===== src/sktl_pkg.sv =====
// shared types, constants and command codes for the security key trace log device
// no dependencies; used by every module of the block but sktl_ram
package sktl_pkg;

    // log geometry; LOG_DEPTH must be a power of two
    localparam int unsigned LOG_DEPTH    = 8192;
    localparam int unsigned RECORD_WORDS = 15;

    localparam int unsigned WORD_W    = 32;
    localparam int unsigned LOG_AW    = $clog2(LOG_DEPTH);
    localparam int unsigned ROW_W     = RECORD_WORDS * WORD_W;
    localparam int unsigned STAGE_W   = $clog2(RECORD_WORDS + 2);
    localparam int unsigned STG_IDX_W = (RECORD_WORDS > 1) ? $clog2(RECORD_WORDS) : 1;
    localparam int unsigned WIDX_W    = 4;
    localparam int unsigned OP_W      = 4;

    localparam int unsigned IN_TDATA_W  = 40;
    localparam int unsigned OUT_TDATA_W = 72;

    localparam logic [WORD_W-1:0] NEARFULL_RESET = 32'h0001_0200;
    localparam logic [WORD_W-1:0] LIMIT_RESET    = 32'd1024;
    localparam logic [WORD_W-1:0] GEOM_NVRAMS    = 32'd10;
    localparam logic [WORD_W-1:0] GEOM_ADDRS     = 32'd4096;

    typedef logic [RECORD_WORDS-1:0][WORD_W-1:0] row_t;

    typedef enum logic [OP_W-1:0] {
        OP_PING         = 4'd0,
        OP_ERASE        = 4'd1,
        OP_ADD_COUNT    = 4'd2,
        OP_GET_NEARFULL = 4'd3,
        OP_GET_FREE     = 4'd4,
        OP_GEOMETRY     = 4'd5,
        OP_GET_COUNT    = 4'd6,
        OP_GET_LIMIT    = 4'd7,
        OP_READ_WORD    = 4'd8,
        OP_LOG_STATE    = 4'd9,
        OP_PUT_NEARFULL = 4'd10,
        OP_PUT_LIMIT    = 4'd11,
        OP_RECORD_WORD  = 4'd12
    } op_e;

    typedef enum logic [3:0] {
        CMD_NONE,
        CMD_ERASE,
        CMD_ADD_COUNT,
        CMD_GET_NEARFULL,
        CMD_GET_FREE,
        CMD_GEOMETRY,
        CMD_GET_COUNT,
        CMD_GET_LIMIT,
        CMD_READ_WORD,
        CMD_LOG_STATE,
        CMD_PUT_NEARFULL,
        CMD_PUT_LIMIT,
        CMD_RECORD_WORD
    } cmd_e;

    typedef enum logic [1:0] {
        ST_OK      = 2'd0,
        ST_LENGTH  = 2'd1,
        ST_FULL    = 2'd2,
        ST_AT_HEAD = 2'd3
    } status_e;

    typedef enum logic {
        BK_IDLE,
        BK_EXEC
    } back_state_e;

    typedef struct packed {
        cmd_e               kind;
        logic [WORD_W-1:0]  value;
        logic [WIDX_W-1:0]  widx;
        logic               widx_ok;
        logic               last;
    } cmd_t;

endpackage


===== src/sktl_queue.sv =====
// two-entry command queue between front and back end
// depends on sktl_pkg
module sktl_queue (
    input  logic           clk,
    input  logic           rst_n,
    input  logic           push,
    input  sktl_pkg::cmd_t push_cmd,
    output logic           full,
    input  logic           pop,
    output logic           q_valid,
    output sktl_pkg::cmd_t q_cmd
);

    sktl_pkg::cmd_t entry_reg [2];
    logic           wr_ptr_reg;
    logic           wr_ptr_next;
    logic           rd_ptr_reg;
    logic           rd_ptr_next;
    logic [1:0]     count_reg;
    logic [1:0]     count_next;

    assign full    = count_reg == 2'd2;
    assign q_valid = count_reg != 2'd0;
    assign q_cmd   = entry_reg[rd_ptr_reg];

    always_comb
    begin
        wr_ptr_next = wr_ptr_reg ^ push;
        rd_ptr_next = rd_ptr_reg ^ pop;
        count_next  = count_reg;
        if (push && !pop)
        begin
            count_next = count_reg + 2'd1;
        end
        else if (pop && !push)
        begin
            count_next = count_reg - 2'd1;
        end
    end

    always_ff @(posedge clk or negedge rst_n)
    begin
        if (!rst_n)
        begin
            wr_ptr_reg <= 1'b0;
            rd_ptr_reg <= 1'b0;
            count_reg  <= 2'd0;
        end
        else
        begin
            wr_ptr_reg <= wr_ptr_next;
            rd_ptr_reg <= rd_ptr_next;
            count_reg  <= count_next;
        end
    end

    always_ff @(posedge clk)
    begin
        if (push)
        begin
            entry_reg[wr_ptr_reg] <= push_cmd;
        end
    end

endmodule


===== config.mk =====
export PLATFORM = sky130hd
export DESIGN_NAME = sktl_queue
export DESIGN_NICKNAME = d
export VERILOG_FILES = /design/src/sktl_pkg.sv /design/src/sktl_queue.sv
export SDC_FILE = /design/constraint.sdc
export NUM_CORES = 1
export LEC_CHECK = 0
export BUFFER_PORTS_ARGS = -buffer_cell sky130_fd_sc_hd__buf_2
export CAP_MARGIN = 20
export CORE_AREA = 2 2 78 95
export DETAILED_ROUTE_END_ITERATION = 10
export DIE_AREA = 0 0 80 97
export PLACE_DENSITY = 0.82
export RECOVER_POWER = 50
export SYNTH_ARGS = -nofsm -noshare
export SYNTH_HDL_FRONTEND = slang
export SYNTH_SLANG_ARGS = --single-unit

===== constraint.sdc =====
create_clock -name clk -period 2.33 [get_ports clk]
set_input_delay 0.1165 -clock clk [delete_from_list [all_inputs] [get_ports clk]]
set_output_delay 0.1165 -clock clk [all_outputs]
set_load 0.005 [all_outputs]

==> results.txt <==
----------------------------------------------------
[Clock network]
  Maximum number of buffers from clock root to sink ... 2
  Count of instances resized after the clock tree is built ... 0
  Number of post-CTS setup repair buffers ... 0
  Number of buffers inserted during clock tree synthesis ... 9
  Maximum level of the CTS H-tree ... 3
  Sinks on the clock net ... 88
  CTS tree ... done
  Clock latency of the later-clocked register in the worst-skew pair ... around 0.34 ns
  Root buffer cell ... clkbuf_8
  Count of hold buffers inserted by post-cts repair ... 44
  Clock-pin slew of the registers on the worst-case setup and hold paths ... 0.07 ns

[Yosys]
  Number of nets in the synthesized netlist ... 197
  Syn Std Cell Area ... 0.00343 mm²
  Synthesized instance count ... ~150
  Cell with the most instances after synthesis ... edfxtp_1
  Top post-synthesis cells by area ... edfxtp_1 73%, mux2_4 17%, dfrtp_1 2.9%, buf_12 2.3%, ha_1 1.1%
  Most instantiated flip-flop cell in the synthesis netlist ... edfxtp_1
  Average instance area after synthesis ... between 20 and 25 µm²
  Leading cell types by count after synthesis ... 84 x edfxtp_1, 39 x mux2_4, 4 x buf_12, 4 x dfrtp_1
  Library cell with the largest summed area after synthesis ... edfxtp_1
  Number of warnings printed during yosys synthesis ... 0
  Async set-reset flop share out of synthesis ... 4.55%
  EDFF count, synth ... between 80 and 90
  Synth unique cells ... 13
  Seq cells post-synth ... 88
  Sequential area share after synthesis ... 76.4%
  Share of Yosys cell area claimed by the top area cell type ... roughly three quarters

[Critical path]
  CP Cell Sequence ... buf_4, mux2_4, buf_2
  Critical R2R Capture ... entry_reg[0][10]
  Maximum single-stage delay on the critical path ... 0.61 ns
  Origin of the critical flop-to-flop path ... wr_ptr_reg
  Worst reg2reg path depth ... 3
  Sort of element at the end of the critical path ... primary output
  Maximum fanout along the worst path ... 13
  Highest-delay cell along the critical path ... dfrtp_2
  Kind of critical path ... reg -> out
  Arrival @ worst endpoint ... about 1.7 ns
  Startpoint kind of the worst setup timing path ... register
  Required arrival time at the worst endpoint ... around 2.2 ns
  Worst R2R Setup Slack ... 0.54 ns

[Floorplan]
  Placeable core region ... between 0.006 and 0.007 mm²
  Cell Rows ... 33
  Width of the die ... 80 µm
  Initial core utilization ... 50.7%
  Overall die area ... just under 0.008 mm²
  Vertical die dimension ... 97 µm
  Count of pins on the block boundary ... 90

[Min path]
  Tightest Hold Check Type ... in -> reg
  Endpoint with the worst hold slack ... wr_ptr_reg
  Min-Delay Path Depth ... 3
  Origin of the worst min-delay path ... push

[Power]
  Lkg Pwr ... 1.81 nW
  Clock share of power ... between 20% and 30%
  Sequential share of power ... 46.6%
  Design internal power ... 0.00359 W
  Part of the power in combinational logic ... between 30% and 40%
  Switching power share of the total ... between 20% and 30%
  Total power ... 0.00483 W
  Worst VDD drop ... 0.631 mV
  Pwr dens ... about 1100 mW/mm²
  Sw power ... approximately 0.0012 W

[Drt]
  DRC Markers ... 0
  Via count ... 1809
  Wirelength per Cell ... about 15 µm
  Vias per cell ... 4.70
  Post-detailed-route count of antenna-violating nets ... 0
  TritonRoute pass-1 iters ... 4
  Initial detailed-routing violation count ... 75
  Wire length reported by the detailed router ... between 5000 and 6000 µm

[Placed design]
  Routability congestion estimate from global placement ... 0.753
  Post-Place Cell Area ... 0.00397 mm²
  Count of input and output buffers ... approximately 90
  Post-detailed-placement half-perimeter wirelength ... 3920 µm
  Number of instances in the placed design ... around 330

[Global routing]
  Wire length of the first global-routing pass ... between 9000 and 10000 µm
  GRT Resource Usage Total ... 15.8%
  Antenna violations before repair ... 0
  Overflow left after global routing ... 0
  Pin count of the biggest net entering global routing ... 20
  Vias in the first global route ... between 1.5k and 2k

[Timing]
  Clock skew after layout ... 0.00623 ns
  Slew at the pin closest to its max-slew limit ... 0.826 ns
  Post-Route Setup TNS ... 0 ns
  Final Hold Vio Count ... 0
  Period Utilization, post-route ... 77.9%
  Time the final worst path needs with I/O delays and setup ... about 1.8 ns
  Final-report setup violation count ... 0
  Setup repair after global routing missed its margin ... no
  Final Slew Violations ... 0
  Remaining max-slew budget at the tightest pin ... 45.0%
  Maximum clock frequency ... 551 MHz

[Layout]
  Layout Cell Area excl Fill ... about 0.0046 mm²
  Share of post-route cells with drive strength above 1 ... 39.9%
  Layout area overhead ... 32.9%
  Final design utilization ... 67.4%
  Net count reported at finish ... about 340
  Max FFs per register ... 84
  Finished Layout Cells ... 385
  Final antenna diode count ... 0

[Run]
  Max-cap violations ... 0

[Status]
  Outcome ... completed

----------------------------------------------------
==> layer usage <==
layer,part of all wire (%),up-vias,global-route usage [%]
met5,0,-,0
met4,2.8,0,8.21
met3,4.2,14,4.01
met2,56,54,28.5
met1,37,879,16.5
li1,-,862,-
==> worst max-delay path, delay by kind of cell (launching register included) <==
family	cells	cell delay, ns
DFF	1	0.61
buffers and inverters	2	0.44
muxes	1	0.31
==> layout by cell type (no fill, tap or decap), types with 2 or more instances in the layout <==
cell / n
edfxtp_1: 84
buf_2: 53
dlygate4sd3_1: 44
mux2_4: 39
clkbuf_1: 34
clkbuf_8: 9
buf_4: 6
inv_1: 3
mux2_2: 3
xor2_1: 3
ha_1: 3
dfrtp_1: 3
clkbuf_2: 3
clkinv_1: 2
bufinv_16: 2
==> power by group through the flow <==
stage	registers, W	logic, W	clock network [W]
floorplan	0.00221	0.00113	0
CTS	0.00225	0.00156	0.00109
finish	0.00225	0.00152	0.00106
global placement	0.00227	0.00146	0
global route	0.00228	0.00163	0.00114
detailed placement	0.00229	0.00149	0
==> cells by family after synthesis <==
logic type | after synthesis | share of synthesized area [%]
and+or+nand+nor | 3 | 0.474
buffers and inverters | 8 | 2.99
adders and majority gates | 3 | 1.09
xor gates and xnor gates | 4 | 1.02
DFF | 88 | 76.4
muxes | 42 | 18.0
==> worst max-delay path by stage <==
stage                           from                to  slack, ns  depth (start not counted)
after global routing      wr_ptr_reg  entry_reg[0][10]       0.39                          3
after detailed placement  wr_ptr_reg  entry_reg[0][33]       0.80                          3
final                     rd_ptr_reg         q_cmd[20]       0.52                          3
after CTS                 rd_ptr_reg         q_cmd[18]       0.47                          3
after global placement    wr_ptr_reg  entry_reg[0][29]       0.83                          3
after floorplan           wr_ptr_reg   entry_reg[0][0]       0.46                          2
==> cell type report <==
cell class	count	area, µm²
fillers	475	2210
clock buffers	10	128
multi-input cells	52	708
flip-flops and latches	88	2620
clock inverters	5	72.6
inverters	3	11.3
well taps	87	109
repair buffers	140	910
==> stage by stage <==
| step | setup WS, ns | hold WS (ns) |
|---|---|---|
| floorplan | 0.462 | -0.179 |
| global placement | 0.825 | -0.0670 |
| detailed placement | 0.804 | -0.0692 |
| CTS | 0.473 | 0.0920 |
| global route | 0.390 | 0.0998 |
| finish | 0.515 | 0.0924 |
Power figures use the tool's default switching activity.
