--- config.mk ---
export PLATFORM = sky130hd
export DESIGN_NAME = sktl_front
export DESIGN_NICKNAME = d
export VERILOG_FILES = /design/src/sktl_pkg.sv /design/src/sktl_front.sv
export SDC_FILE = /design/constraint.sdc
export NUM_CORES = 1
export LEC_CHECK = 0
export BUFFER_PORTS_ARGS = -buffer_cell sky130_fd_sc_hd__buf_4
export CORE_ASPECT_RATIO = 1.4
export CORE_MARGIN = 2
export CORE_UTILIZATION = 36
export DETAILED_ROUTE_END_ITERATION = 10
export GPL_TIMING_DRIVEN = 0
export PLACE_DENSITY = 0.78
export SLEW_MARGIN = 15
export SYNTH_ARGS = -nofsm -noshare
export SYNTH_HDL_FRONTEND = slang
export SYNTH_SLANG_ARGS = --single-unit
export TNS_END_PERCENT = 100
--- constraint.sdc ---
create_clock -name clk -period 1.8 [get_ports clk]
set_input_delay 0.36 -clock clk [delete_from_list [all_inputs] [get_ports clk]]
set_output_delay 0.36 -clock clk [all_outputs]
set_load 0.02 [all_outputs]
--- src/sktl_pkg.sv ---
// shared types, constants and command codes for the security key trace log device
// no dependencies; used by every module of the block but sktl_ram
package sktl_pkg;

    // log geometry; LOG_DEPTH must be a power of two
    localparam int unsigned LOG_DEPTH    = 8192;
    localparam int unsigned RECORD_WORDS = 15;

    localparam int unsigned WORD_W    = 32;
    localparam int unsigned LOG_AW    = $clog2(LOG_DEPTH);
    localparam int unsigned ROW_W     = RECORD_WORDS * WORD_W;
    localparam int unsigned STAGE_W   = $clog2(RECORD_WORDS + 2);
    localparam int unsigned STG_IDX_W = (RECORD_WORDS > 1) ? $clog2(RECORD_WORDS) : 1;
    localparam int unsigned WIDX_W    = 4;
    localparam int unsigned OP_W      = 4;

    localparam int unsigned IN_TDATA_W  = 40;
    localparam int unsigned OUT_TDATA_W = 72;

    localparam logic [WORD_W-1:0] NEARFULL_RESET = 32'h0001_0200;
    localparam logic [WORD_W-1:0] LIMIT_RESET    = 32'd1024;
    localparam logic [WORD_W-1:0] GEOM_NVRAMS    = 32'd10;
    localparam logic [WORD_W-1:0] GEOM_ADDRS     = 32'd4096;

    typedef logic [RECORD_WORDS-1:0][WORD_W-1:0] row_t;

    typedef enum logic [OP_W-1:0] {
        OP_PING         = 4'd0,
        OP_ERASE        = 4'd1,
        OP_ADD_COUNT    = 4'd2,
        OP_GET_NEARFULL = 4'd3,
        OP_GET_FREE     = 4'd4,
        OP_GEOMETRY     = 4'd5,
        OP_GET_COUNT    = 4'd6,
        OP_GET_LIMIT    = 4'd7,
        OP_READ_WORD    = 4'd8,
        OP_LOG_STATE    = 4'd9,
        OP_PUT_NEARFULL = 4'd10,
        OP_PUT_LIMIT    = 4'd11,
        OP_RECORD_WORD  = 4'd12
    } op_e;

    typedef enum logic [3:0] {
        CMD_NONE,
        CMD_ERASE,
        CMD_ADD_COUNT,
        CMD_GET_NEARFULL,
        CMD_GET_FREE,
        CMD_GEOMETRY,
        CMD_GET_COUNT,
        CMD_GET_LIMIT,
        CMD_READ_WORD,
        CMD_LOG_STATE,
        CMD_PUT_NEARFULL,
        CMD_PUT_LIMIT,
        CMD_RECORD_WORD
    } cmd_e;

    typedef enum logic [1:0] {
        ST_OK      = 2'd0,
        ST_LENGTH  = 2'd1,
        ST_FULL    = 2'd2,
        ST_AT_HEAD = 2'd3
    } status_e;

    typedef enum logic {
        BK_IDLE,
        BK_EXEC
    } back_state_e;

    typedef struct packed {
        cmd_e               kind;
        logic [WORD_W-1:0]  value;
        logic [WIDX_W-1:0]  widx;
        logic               widx_ok;
        logic               last;
    } cmd_t;

endpackage

--- src/sktl_front.sv ---
// front end: accepts command beats and decodes them into queue entries
// depends on sktl_pkg
module sktl_front (
    input  logic                            clk,
    input  logic                            rst_n,
    input  logic                            s_axis_tvalid,
    output logic                            s_axis_tready,
    input  logic [sktl_pkg::IN_TDATA_W-1:0] s_axis_tdata,  // value, word_index
    input  logic [sktl_pkg::OP_W-1:0]       s_axis_tuser,  // op
    input  logic                            s_axis_tlast,
    output logic                            push,
    output sktl_pkg::cmd_t                  push_cmd,
    input  logic                            q_full
);

    logic           fr_valid_reg;
    logic           fr_valid_next;
    sktl_pkg::cmd_t fr_cmd_reg;
    sktl_pkg::cmd_t dec_cmd;
    logic           accept;

    assign s_axis_tready = !fr_valid_reg || !q_full;
    assign accept        = s_axis_tvalid && s_axis_tready;
    assign push          = fr_valid_reg && !q_full;
    assign push_cmd      = fr_cmd_reg;

    always_comb
    begin
        dec_cmd.value   = s_axis_tdata[sktl_pkg::WORD_W-1:0];
        dec_cmd.widx    = s_axis_tdata[sktl_pkg::WORD_W +: sktl_pkg::WIDX_W];
        dec_cmd.widx_ok = {1'b0, dec_cmd.widx} < 5'(sktl_pkg::RECORD_WORDS);
        dec_cmd.last    = s_axis_tlast;
        case (sktl_pkg::op_e'(s_axis_tuser))
            sktl_pkg::OP_ERASE:        dec_cmd.kind = sktl_pkg::CMD_ERASE;
            sktl_pkg::OP_ADD_COUNT:    dec_cmd.kind = sktl_pkg::CMD_ADD_COUNT;
            sktl_pkg::OP_GET_NEARFULL: dec_cmd.kind = sktl_pkg::CMD_GET_NEARFULL;
            sktl_pkg::OP_GET_FREE:     dec_cmd.kind = sktl_pkg::CMD_GET_FREE;
            sktl_pkg::OP_GEOMETRY:     dec_cmd.kind = sktl_pkg::CMD_GEOMETRY;
            sktl_pkg::OP_GET_COUNT:    dec_cmd.kind = sktl_pkg::CMD_GET_COUNT;
            sktl_pkg::OP_GET_LIMIT:    dec_cmd.kind = sktl_pkg::CMD_GET_LIMIT;
            sktl_pkg::OP_READ_WORD:    dec_cmd.kind = sktl_pkg::CMD_READ_WORD;
            sktl_pkg::OP_LOG_STATE:    dec_cmd.kind = sktl_pkg::CMD_LOG_STATE;
            sktl_pkg::OP_PUT_NEARFULL: dec_cmd.kind = sktl_pkg::CMD_PUT_NEARFULL;
            sktl_pkg::OP_PUT_LIMIT:    dec_cmd.kind = sktl_pkg::CMD_PUT_LIMIT;
            sktl_pkg::OP_RECORD_WORD:  dec_cmd.kind = sktl_pkg::CMD_RECORD_WORD;
            default:                   dec_cmd.kind = sktl_pkg::CMD_NONE;
        endcase
    end

    always_comb
    begin
        fr_valid_next = fr_valid_reg;
        if (accept)
        begin
            fr_valid_next = 1'b1;
        end
        else if (push)
        begin
            fr_valid_next = 1'b0;
        end
    end

    always_ff @(posedge clk or negedge rst_n)
    begin
        if (!rst_n)
        begin
            fr_valid_reg <= 1'b0;
        end
        else
        begin
            fr_valid_reg <= fr_valid_next;
        end
    end

    always_ff @(posedge clk)
    begin
        if (accept)
        begin
            fr_cmd_reg <= dec_cmd;
        end
    end

endmodule

==> results summary, run 1 <==
The mean area per synthesized cell is 25.69 um2. The final layout contains routed wiring with a total length of between 2000 and 3000 um. The count of max-cap constraint violations is 0. The cell chosen for the clock root is clkbuf_8.

The headroom to the max-slew limit is 0.3928. The final-stage net count is 198. The final worst clock skew came out at around 0.0045 ns. The maximum achievable frequency is 607.7 MHz.

The total track usage came out at 0.1304. The worst endpoint required time is ~1.7 ns. The flow ran to the end, and the final reports show no timing, DRC or antenna violations. The highest net fanout along the worst path came out at 42.

The routed wirelength normalized by instance count is 13.84 um. Routability-driven placement finished with a final weighted congestion of slightly below 0.7. The number of antenna-violating nets in the routed design is 0. The initial core utilization came out at 0.3736. The smallest setup slack after layout is between 0.15 and 0.2 ns. The total number of placement rows came out at 26.

The library cells used most frequently in the layout, excluding fill and tap cells, are buf_4 (88), edfxtp_1 (42), clkbuf_8 (5). Before antenna repair, the detailed router went through 4 iterations. The number of pins exceeding their max-slew limit in the final report is 0. The critical path in this run is classified as reg2reg.

The global route total overflow came out at 0. The total nets after synthesis came out at 102. The synthesized flop and latch total is between 40 and 50. Leaving out fill and tap cells, the most frequent cell in the layout is buf_4. Setup repair after global routing left no endpoint under its margin. The layout-stage area growth over the synthesis result is 61.31%. The I/O pin count is a little over 90. The maximum ir drop on the vdd rail is between 0.7 and 0.8 mV.

The worst min-delay path category is in2reg. For the finished layout, the period the worst path requires is about 1.6 ns. Clock-pin slew was measured on the worst setup and hold paths at 0.08 ns. The portion of the clock cycle consumed by the worst path in the final layout is 0.9142. The setup TNS came out at 0 ns.

The number of instances in the synthesized netlist came out at 53. The count of inserted antenna diode cells is 0. The critical path startpoint category is a flop. The via density per instance came out at ~4.5. Buffers placed on the I/O ports in this run total 88. TritonCTS built the clock tree. The H-tree depth reported by CTS came out at 2. The overall via count from detail_route came out at around 860.

The overall power of the completed layout is ~2.2 mW. The final-layout fill cell count is roughly 270. Yosys attributes the largest share of cell area to edfxtp_1 (93%), dfrtp_1 (1.8%), a21boi_2 (1.7%). Dividing total power by cell area gives a power density of just under 1000 nW/um2.

The buffer depth of the longest clock path came out at 2. The post-CTS setup buffer count is 0. The flip-flop count of the largest register, all copies and words added is 42. The count of clock tree sinks came out at between 40 and 50. The number of antenna violations at the first check in global routing was 0. The die width is roughly 56 um.

The setup violation total in the final timing report is 0. The area share of the leading cell type in the synthesized netlist came out at 0.9265. The number of buffers added by the clock tree synthesis step came out at 5. The die height is ~77 um. The multi-input combinational cells in the finished layout cover a total of 76.32 um2.

Of the cells placed in the final design, the portion with a size suffix greater than 1 is 0.6600. Clock latency on the worst-skew pair, taken at its later pin, is around 0.28 ns. The area of the mapped netlist came out at ~1400 um2. The maximum number of pins on one net before global-route repair is 43. The first global-routing pass estimated roughly 4300 um of wire. The die area is around 4300 um2. The number of global-route vias before repair is just under 1000.

The final routed DRC violation total is 0. The number of failing hold endpoints at the final stage is 0. The cell type contributing the most total cell area after synthesis is edfxtp_1. The count of routing violations after the opening detailed-route iteration is 8. Data arrives at the worst endpoint at 1.56 ns. The cell leakage power is about 0.91 nW. The worst slack at placement came out at roughly 0.016 ns. The total area inside the core boundary comes to roughly 3600 um2. The register cell area after layout is around 1300 um2.

The transition time at the pin with the least slew margin is 0.9108 ns. The worst setup path is captured at a flop. The total of cells resized after clock tree synthesis came out at 0. The netlist uses 10 different library cells. The sequential-to-total area share from yosys stat came out at 0.9449. The number of warnings printed during yosys synthesis came out at 0.
[where the power goes]
group | internal (mW) | switching (mW) | total (mW)
Combinational | 0.132 | 0.132 | 0.264
Clock | 0.413 | 0.297 | 0.711
Sequential | 1.17 | 0.0143 | 1.18
[metrics by stage]
stage               utilization  area, um2  cells  hold slack [ns]
global placement         0.5697       2076    183           0.1357
detailed placement       0.5697       2076    183           0.1360
floorplan                     -       1363     53          0.06441
finish                   0.6027       2196    192           0.2454
global route             0.6027       2196    192           0.2292
CTS                      0.6027       2196    192           0.2322
[kinds of logic after synthesis]
group / Yosys count / share of synthesized area
AOI/OAI and AO/OA: 4 / 0.02757
DFF: 43 / 0.9449
and+or+nand+nor: 6 / 0.02758
[worst max-delay path, cell delays in order (launching register included)]
cell and delay [ns]:
dfrtp_1 0.38, nand2_1 0.11, and2_2 0.77
[final timing paths]
| check | startpoint | to | slack (ns) | depth (start not counted) |
|---|---|---|---|---|
| max | fr_valid_reg$_DFFE_PN0P_ | push_cmd[16]$_DFFE_PP_ | 0.15 | 2 |
| min | s_axis_tdata[12] | push_cmd[18]$_DFFE_PP_ | 0.25 | 1 |
| max reg2reg | fr_valid_reg$_DFFE_PN0P_ | push_cmd[16]$_DFFE_PP_ | 0.15 | 2 |
| min reg2reg | fr_valid_reg$_DFFE_PN0P_ | fr_valid_reg$_DFFE_PN0P_ | 0.56 | 2 |
| max in group asynchronous | rst_n | fr_valid_reg$_DFFE_PN0P_ | 1.34 | 2 |
| min in group asynchronous | rst_n | fr_valid_reg$_DFFE_PN0P_ | 0.38 | 2 |
[cell usage after synthesis]
library cell / number
a21boi_0: 2
a21boi_2: 2
and2_1: 1
dfrtp_1: 1
edfxtp_1: 42
nand2_1: 1
nand2b_1: 1
nand4_1: 1
nor2b_1: 1
or2_4: 1
[final cells by class]
cell class              count  share of cell area
clock buffers               6             0.03305
clock inverters             2             0.01709
multi-input cells          10             0.03476
flip-flops and latches     43              0.5858
well taps                  42             0.02393
repair buffers             89              0.3054
[metal layers]
| metal | track usage | routed length [um] |
|---|---|---|
| met1 | 0.1110 | 773 |
| met2 | 0.2388 | 1447 |
| met3 | 0.07757 | 408 |
| met4 | 0.05000 | 27 |
| met5 | 0 | 0 |
[what timing repair did]
| item | in CTS | in global routing |
|---|---|---|
| hold endpoints to repair | 1 | 0 |
| endpoints found under the setup margin | 0 | 0 |
| hold buffers | 1 | 0 |
Note: power is estimated with default switching activity, not from simulation.
==> run 2: changes to the inputs <==
==> constraint.sdc (replaced) <==
create_clock -name clk -period 1.8 [get_ports clk]
set_input_delay 0 -clock clk [delete_from_list [all_inputs] [get_ports clk]]
set_output_delay 0 -clock clk [all_outputs]
set_load 0.02 [all_outputs]
==> results summary, run 2 (synthesis results as in run 1) <==
The leading cell type in the layout, fill and taps excluded is buf_4 (unchanged). The count of cells along the worst hold path was 2 (was 1). The count of max-cap constraint violations came out at 0 (unchanged). The clock-pin transition on the worst setup and hold timing paths was 0.08 ns (about the same). The layout-stage area growth over the synthesis result is 89.98% (was 61.31%). The cell chosen for the clock root is clkbuf_8 (unchanged). The final-layout fill cell count came to 226 (was 268). The number of global-route vias before repair is 1219 (was 982). The highest net fanout along the worst path is 42 (unchanged). The nature of the critical path endpoint is a flop (unchanged). The maximum achievable frequency came out at 594.2 MHz (was 607.7 MHz). The final routed DRC violation total is 0 (unchanged).

The buffer depth of the longest clock path is 2 (unchanged). The initial core utilization was 0.3736 (unchanged). The overall via count from detail_route is 1016 (was 855). The core outline area was 3643 um2 (unchanged). The CTS tree is built (unchanged). The total track usage is 0.1727 (was 0.1304). The final worst clock skew is 0.009277 ns (was 0.004520 ns). The setup TNS is 0 ns (unchanged). The total length of routed wires was 3558 um (was 2657 um).

The maximum number of pins on one net before global-route repair is 43 (unchanged). Result of the run: complete, no violations (unchanged). The flip-flop count of the largest register, all copies and words added is 42 (unchanged). The critical path startpoint category is a flop (unchanged).

The portion of the clock cycle consumed by the worst path in the final layout came out at 0.9350 (was 0.9142). The endpoint of the worst hold path was push_cmd[41]$_SDFFCE_PN0P_ (was push_cmd[18]$_DFFE_PP_). The count of inserted antenna diode cells is 0 (unchanged). The routed wirelength normalized by instance count was 15.40 um (was 13.84 um). The number of antenna violations at the first check in global routing is 0 (unchanged). The total number of placement rows is 26 (unchanged). The final-stage net count is 237 (was 198). The total power density per cell area came out at 867.1 nW/um2 (was 981.4 nW/um2). The global route total overflow is 0 (unchanged). The transition time at the pin with the least slew margin is 0.9351 ns (was 0.9108 ns).

Setup repair after global routing missed its margin: false (unchanged). The final estimated routing congestion in global placement was 0.6806 (unchanged). The launch point of the worst hold path is s_axis_tuser[2] (was s_axis_tdata[12]). The wire length of the first global-routing pass was 5609 um (was 4271 um). The number of buffers added by the clock tree synthesis step came out at 5 (unchanged).

The number of failing hold endpoints at the final stage is 0 (unchanged). The count of buffers inserted at the top-level ports is 88 (unchanged). The fraction of final layout cells with drive strength greater than 1 was 0.5238 (was 0.6600). The reg-to-reg critical path startpoint was fr_valid_reg$_DFFE_PN0P_ (unchanged). The depth of the most critical reg-to-reg path is 2 (unchanged). The worst endpoint required time came out at 1.71 ns (about the same). The later-pin clock latency in the skew report is 0.29 ns (was 0.28 ns).

The setup violation total in the final timing report was 0 (unchanged). The headroom to the max-slew limit came to 0.3766 (was 0.3928). The count of routing violations after the opening detailed-route iteration came out at 12 (was 8). The clock period minus worst slack was 1.683 ns (was 1.646 ns). The die width is 55.97 um (unchanged). The destination of the worst register-to-register timing path is push_cmd[16]$_DFFE_PP_ (unchanged). The die area came to 4296 um2 (unchanged).

The cell count after placement is 183 (unchanged). The worst min-delay path category is in2reg (unchanged). The maximum ir drop on the vdd rail is 0.6827 mV (was 0.7795 mV). Highest-count cells in the layout ignoring fill and taps: buf_4 (88), edfxtp_1 (42), dlygate4sd3_1 (40) (was buf_4 (88), edfxtp_1 (42), clkbuf_8 (5)). The die height is 76.76 um (unchanged). The final instance count without filler cells is 231 (was 192).

The via density per instance is 4.398 (was 4.453). The number of optimization iterations in the first detailed-route pass came to 4 (unchanged). The critical setup path kind was reg2reg (unchanged).

The number of antenna-violating nets in the routed design came out at 0 (unchanged). The H-tree depth reported by CTS came out at 2 (unchanged). The I/O pin count came out at 93 (unchanged). The cell leakage power came out at 1.077 nW (was 0.9147 nW). The data arrival time of the worst path is 1.59 ns (was 1.56 ns). The worst setup slack for register-to-register paths is 0.12 ns (was 0.15 ns). The count of clock tree sinks came out at 43 (unchanged).

The number of pins exceeding their max-slew limit in the final report was 0 (unchanged).
==> run 2: cell types whose count changed in the layout (fill, tap and decap cells not counted) <==
cell / previous run / this run
dlygate4sd3_1: 1 / 40
==> run 2: layout make-up <==
cell class                 count  area, um2  area share
timing repair buffer         128       1061      0.4103
sequential                    43       1286      0.4973
clock buffer                   6      72.57     0.02806
clock inverter                 2      37.54     0.01451
tap                           42      52.55     0.02032
multi-input combinational     10      76.32     0.02951
==> run 2: stage by stage <==
stage / util / power (mW) / cell area (um2) / setup slack, ns / hold slack (ns)
after floorplan: - / 1.302 / 1363 / 0.2245 / -0.2956
after global placement: 0.5697 / 1.459 / 2076 / 0.2280 / -0.2243
after detailed placement: 0.5697 / 1.470 / 2076 / 0.1331 / -0.2240
after CTS: 0.7098 / 2.255 / 2586 / 0.1179 / 0.001846
after global routing: 0.7098 / 2.323 / 2586 / 0.02934 / 0.02273
final: 0.7098 / 2.242 / 2586 / 0.1170 / 0.02485
==> run 2: critical path: stages, from the launching register on <==
cell and delay [ns]:
dfrtp_1 0.39, nand2_1 0.12, and2_2 0.79
==> run 2: power by group <==
group | total [mW] | leakage, nW | internal [mW] | switching [mW]
combinational | 0.339 | 0.615 | 0.188 | 0.152
sequential | 1.18 | 0.410 | 1.17 | 0.0161
clock | 0.721 | 0.0514 | 0.414 | 0.307
==> run 2: worst max-delay path by stage <==
stage                                   endpoint  cells past startpoint  slack [ns]                     start
after floorplan            push_cmd[0]$_DFFE_PP_                      2        0.22  fr_valid_reg$_DFFE_PN0P_
after global placement     push_cmd[3]$_DFFE_PP_                      2        0.23  fr_valid_reg$_DFFE_PN0P_
after detailed placement   push_cmd[4]$_DFFE_PP_                      2        0.13  fr_valid_reg$_DFFE_PN0P_
after CTS                 push_cmd[13]$_DFFE_PP_                      2        0.12  fr_valid_reg$_DFFE_PN0P_
after global routing      push_cmd[13]$_DFFE_PP_                      2        0.03  fr_valid_reg$_DFFE_PN0P_
final                     push_cmd[16]$_DFFE_PP_                      2        0.12  fr_valid_reg$_DFFE_PN0P_
==> run 2: layer usage <==
metal	up-vias	track usage	part of all wire	wire length, um
met3	5	0.08938	0.12	438
met2	69	0.2988	0.51	1827
met1	464	0.1705	0.35	1242
met5	-	0	0	0
met4	0	0.07143	0.014	50
li1	478	-	-	-
==> run 2: what timing repair did <==
item | 4_1_cts | 5_1_grt
setup buffers | 0 | 0
gates resized for setup | 0 | 0
endpoints found under the hold margin | 40 | 0
hold buffers | 40 | 0
